==> src/rtl/pne_pkg.sv <==
// pne_pkg: widths, latencies and shared types of the palm normal estimator
// no dependencies; imported by every rtl module of the block
`timescale 1ns / 1ps

package pne_pkg;

  localparam int NormalFracBits = 14;

  localparam int CoordW = 24;
  localparam int DiffW  = CoordW + 1;
  localparam int ProdW  = 2 * DiffW;
  localparam int CrossW = ProdW + 1;
  localparam int MagW   = CrossW - 1;
  localparam int PosW   = 6;
  localparam int NormW  = 30;
  localparam int SqW    = 2 * NormW;
  localparam int SumW   = SqW + 2;
  localparam int RootW  = SumW / 2;
  localparam int QuotW  = NormalFracBits + 2;
  localparam int DvW    = NormW + NormalFracBits + 1;
  localparam int OutW   = 16;
  localparam int ExtW   = (QuotW > OutW + 1) ? QuotW : OutW + 1;

  localparam int FrontLat = 7;
  localparam int SqrtLat  = RootW + 1;
  localparam int DivLat   = QuotW + 1;

  typedef logic [2:0][NormW-1:0] norm3_t;
  typedef logic [2:0][QuotW-1:0] quot3_t;

  typedef struct packed {
    logic [2:0] neg;
    logic       right;
    logic       deg;
  } side_t;

endpackage

==> src/rtl/pne_sqrt.sv <==
// pne_sqrt: pipelined integer square root, one root bit per stage
// depends on pne_pkg; the sum of the three squares is registered first, then the root bits follow
`timescale 1ns / 1ps

module pne_sqrt (
  input  logic                        clk_i,
  input  logic                        en_i,
  input  logic [2:0][pne_pkg::SqW-1:0] sq_i,
  output logic [pne_pkg::RootW-1:0]   root_o
);
  import pne_pkg::*;

  logic [SumW-1:0]  rem_q  [RootW+1];
  logic [RootW-1:0] root_q [RootW+1];

  always_ff @(posedge clk_i) begin
    if (en_i) begin
      rem_q[0]  <= SumW'(sq_i[0]) + SumW'(sq_i[1]) + SumW'(sq_i[2]);
      root_q[0] <= '0;
    end
  end

  for (genvar j = 0; j < RootW; j++) begin : g_step
    localparam int Bit = RootW - 1 - j;
    logic [SumW+1:0] trial;
    logic            take;

    always_comb begin
      trial = ((SumW + 2)'(root_q[j]) << (Bit + 1)) | ((SumW + 2)'(1) << (2 * Bit));
      take  = (SumW + 2)'(rem_q[j]) >= trial;
    end

    always_ff @(posedge clk_i) begin
      if (en_i) begin
        rem_q[j+1]  <= take ? SumW'((SumW + 2)'(rem_q[j]) - trial) : rem_q[j];
        root_q[j+1] <= take ? (root_q[j] | (RootW'(1) << Bit)) : root_q[j];
      end
    end
  end

  assign root_o = root_q[RootW];

endmodule

==> config.mk <==
export PLATFORM = sky130hd
export DESIGN_NAME = pne_sqrt
export DESIGN_NICKNAME = d
export VERILOG_FILES = /design/src/rtl/pne_pkg.sv /design/src/rtl/pne_sqrt.sv
export SDC_FILE = /design/constraint.sdc
export NUM_CORES = 2
export LEC_CHECK = 0
export BUFFER_PORTS_ARGS = -buffer_cell sky130_fd_sc_hd__buf_2
export CORE_MARGIN = 2
export CORE_UTILIZATION = 45
export DETAILED_ROUTE_END_ITERATION = 16
export PLACE_DENSITY = 0.67
export SLEW_MARGIN = 25
export SYNTH_ARGS = -nofsm -noshare
export SYNTH_HDL_FRONTEND = slang
export SYNTH_SLANG_ARGS = --single-unit
export TNS_END_PERCENT = 20
==> constraint.sdc <==
create_clock -name clk_i -period 4.5 [get_ports clk_i]
set_input_delay 0.45 -clock clk_i [delete_from_list [all_inputs] [get_ports clk_i]]
set_output_delay 0.45 -clock clk_i [all_outputs]
set_load 0.02 [all_outputs]
==> impl_metrics.py <==
metrics = {
    "grt": {
        "grt-ovfl-total": 0,
        "antenna_found_initial": 3,
        "grt_pass1_wl_um": 470200,
        "grt_max_degree": 204,
        "first_global_vias": 78700,
        "grt_usage": 0.2260,
    },
    "yosys": {
        "synth_top_area_cell": "edfxtp_1",
        "synth.ff_latch_count": 2418,
        "syn_area_per_cell_um2": 12.37,
        "ys_top_cells_by_area": "edfxtp_1, ha_1, xnor2_1",
        "synthArstFlopShare": 0,
        "synth-seq-area-share": 0.6057,
        "netlist_area_mm2": 0.1199,
        "ys.flop_type": "edfxtp_1",
        "yosys_warnings": 0,
        "synthDistinctLibCells": 98,
        "synth_top_area_share": 0.6057,
        "synth_nets": 10520,
        "syn_inst": 9689,
        "synth_edf_count": 2418,
    },
    "cells_and_area": {
        "fillers": 22640,
        "num-nets-final": 10960,
        "regArea_mm2": 0.07261,
        "stdcell_count": 13860,
        "multi_input_area_mm2": 0.04388,
        "drive_gt1_frac": 0.08882,
        "area_delta_synth_final_pct": 12.13,
    },
    "place": {
        "io_buffers": 212,
        "hpwl_um": 241900,
        "gp_congestion": 0.9438,
        "dp_slack_ps": 46.73,
        "dp.cells": 13400,
    },
    "timing": {
        "relSlewSlack": 0.3376,
        "worst_slew_pin_slew_ps": 981.2,
        "setup_viol": 0,
        "fin_ws_ps": 342.2,
        "rsz0062_at_grt": "false",
        "hold_viol": 0,
        "drv_slew": 0,
        "period_minus_slack_ps": 4158,
        "setup_tns_ps": 0,
        "fmax_mhz": 240.5,
        "finClkSkew_ps": 61.13,
        "hold_slack_ps": 165.3,
        "finalCritPeriodShare": 0.9239,
    },
    "floorplanning": {
        "fp.dieH_um": 520.1,
        "coreArea_mm2": 0.2651,
        "start_util": 0.4522,
        "rows": 189,
        "die-area_mm2": 0.2705,
        "pin_count": 213,
        "die_w_um": 520.1,
    },
    "worst_setup_path": {
        "crit_fanout": 11,
        "endpoint_kind": "flip-flop",
        "cp_cell_sequence": "ha_1, nor2b_1, o21a_1, o21ai_0, a21oi_1, buf_4, a21o_1, a311oi_1, o311ai_0, a211oi_1, buf_4, nand4_1, xnor2_1",
        "cpMostUsedCell": "buf_4",
        "cp_top_family": "compound AO/OA/AOI/OAI gates",
        "start_kind": "flip-flop",
        "cp_num_buf_inv": 2,
        "worstPathRequired_ps": 5100,
        "arrival_ps": 4760,
        "crit_path_top_delay_cell": "a311oi_1",
        "critPathMaxStageDelay_ps": 530,
        "critPathKind": "flip-flop to flip-flop",
    },
    "clock_tree": {
        "cts-root-buf": "clkbuf_16",
        "cts_tree": "built",
        "cts_buffers": 267,
        "cts.sinks": 2418,
        "htreeDepth": 5,
        "clk_path_buf_depth": 4,
        "path_clk_slew_ps": 60,
        "clock_latency_ps": 840,
    },
    "drt": {
        "drt_wl_total_um": 312800,
        "drc": 14,
        "dr.pass1.iters": 12,
        "vias": 78170,
        "wl_per_cell_um": 22.57,
        "final_antenna_net_count": 0,
        "avgViaCountPerCell": 5.640,
        "first_iter_violations": 5526,
    },
    "pwr": {
        "ir_worst_vdd_uv": 349.5,
        "combPwrFrac": 0.227,
        "p_leak_nw": 50.89,
        "switchingPower_mw": 20.89,
        "total_power_mw": 68.48,
        "clkPwrFrac": 0.307,
        "p_per_area_mw_per_mm2": 509.4,
        "seqPwrFrac": 0.466,
        "p_sw_frac": 0.3051,
        "p_int_mw": 47.59,
    },
    "run": {
        "maxCapViolCount": 0,
    },
    "worst_hold_path": {
        "min-delay-path-class": "input port to flip-flop",
    },
    "status": {
        "status": "finished with violations",
        "violations": "DRC",
    },
}
==> state kept, by name, summed over array words and instances, names as in the netlist <==
signal / flops
root_q: 496
rem_q: 1922
==> cells in the mapped netlist (all sizes together), types with 18 or more instances <==
cell / number
a21o: 265
and2: 29
nor4b: 46
nand2: 642
and4: 19
nor3b: 27
o21bai: 61
xnor2: 464
buf: 30
nor4: 332
a2111oi: 19
clkbuf: 169
a31oi: 57
or3: 84
a21oi: 635
o211ai: 29
xor2: 403
o21ai: 418
a211o: 18
a21boi: 34
nand3: 157
fa: 61
o21a: 122
nand3b: 39
a211oi: 43
inv: 712
o2111ai: 23
mux2: 75
nand2b: 90
ha: 584
edfxtp: 2418
nand4b: 36
nor2: 660
or2: 44
nor2b: 64
or4: 64
o31ai: 55
nor3: 263
nand4: 160
and3: 47
==> layer usage <==
| layer | vias up | global-route usage | part of all wire |
|---|---|---|---|
| met5 | - | 0 | 0.000038 |
| met4 | 2 | 0.1181 | 0.058 |
| met3 | 691 | 0.02300 | 0.033 |
| met2 | 2046 | 0.4387 | 0.55 |
| met1 | 38270 | 0.2383 | 0.36 |
| li1 | 37160 | - | - |
==> tightest hold or removal path, stage by stage <==
cell and delay, ps:
buf_2 80, fa_1 240, xnor2_1 130
==> power groups by stage <==
stage,sequential [mW],combinational (mW),clock (mW)
6_report,31.9,15.6,21.0
5_1_grt,32.1,17.2,22.3
4_1_cts,31.9,15.5,21.4
3_5_place_dp,32.3,15.4,0
3_3_place_gp,32.3,15.2,0
2_1_floorplan,30.8,11.0,0
==> metrics by stage <==
stage            util  instance area (um^2)
2_1_floorplan       -                119900
3_3_place_gp   0.4757                126100
3_5_place_dp   0.4757                126100
4_1_cts        0.5069                134400
5_1_grt        0.5070                134400
6_report       0.5071                134400
==> area by class of cell <==
| class | instances | area share |
|---|---|---|
| sequential | 2418 | 0.5402 |
| multi-input combinational | 6358 | 0.3265 |
| clock buffer | 329 | 0.05207 |
| tap | 3533 | 0.03289 |
| inverter | 714 | 0.01995 |
| timing repair buffer | 377 | 0.01897 |
| clock inverter | 128 | 0.009448 |
| antenna | 2 | 0.00003723 |
==> repair_timing <==
action                                 4_1_cts  5_1_grt
endpoints found under the hold margin       18        0
hold buffers                                 1        0
gates resized for setup                      0        0
setup buffers                                0        0
==> kinds of logic (layout without fill, tap and decap cells) <==
| kind of cell | Yosys count | in the layout | synth area share |
|---|---|---|---|
| AO/OA/AOI/OAI | 1927 | 1927 | 0.1016 |
| other | 0 | 2 | 0 |
| multiplexers | 85 | 85 | 0.007880 |
| flip-flops | 2418 | 2418 | 0.6057 |
| adder cells (fa/ha/maj) | 645 | 645 | 0.07114 |
| buffers and inverters | 913 | 1548 | 0.02887 |
| AND/OR/NAND/NOR | 2834 | 2834 | 0.1215 |
| XOR/XNOR | 867 | 867 | 0.06334 |
==> layout by cell type, fill, tap and decap left out, drive strengths merged, types with 157 or more instances in the layout <==
cell type and instances:
a21oi 635, a21o 265, ha 584, edfxtp 2418, buf 376, nand2 642, xnor2 464, nor4 332
clkbuf 329, nand4 160, inv 724, xor2 403, o21ai 418, nand3 157, nor3 263, nor2 660
==> final timing paths <==
check / start / to / slack (ps) / cells after the start
setup / recovery: rem_q[14][66] / rem_q[15][56] / 340 / 13
hold / removal: sq_i[179] / rem_q[0][60] / 170 / 3
setup reg to reg: rem_q[14][66] / rem_q[15][56] / 340 / 13
hold reg to reg: rem_q[5][17] / rem_q[5][79] / 430 / 0
Power figures use the tool's default switching activity.
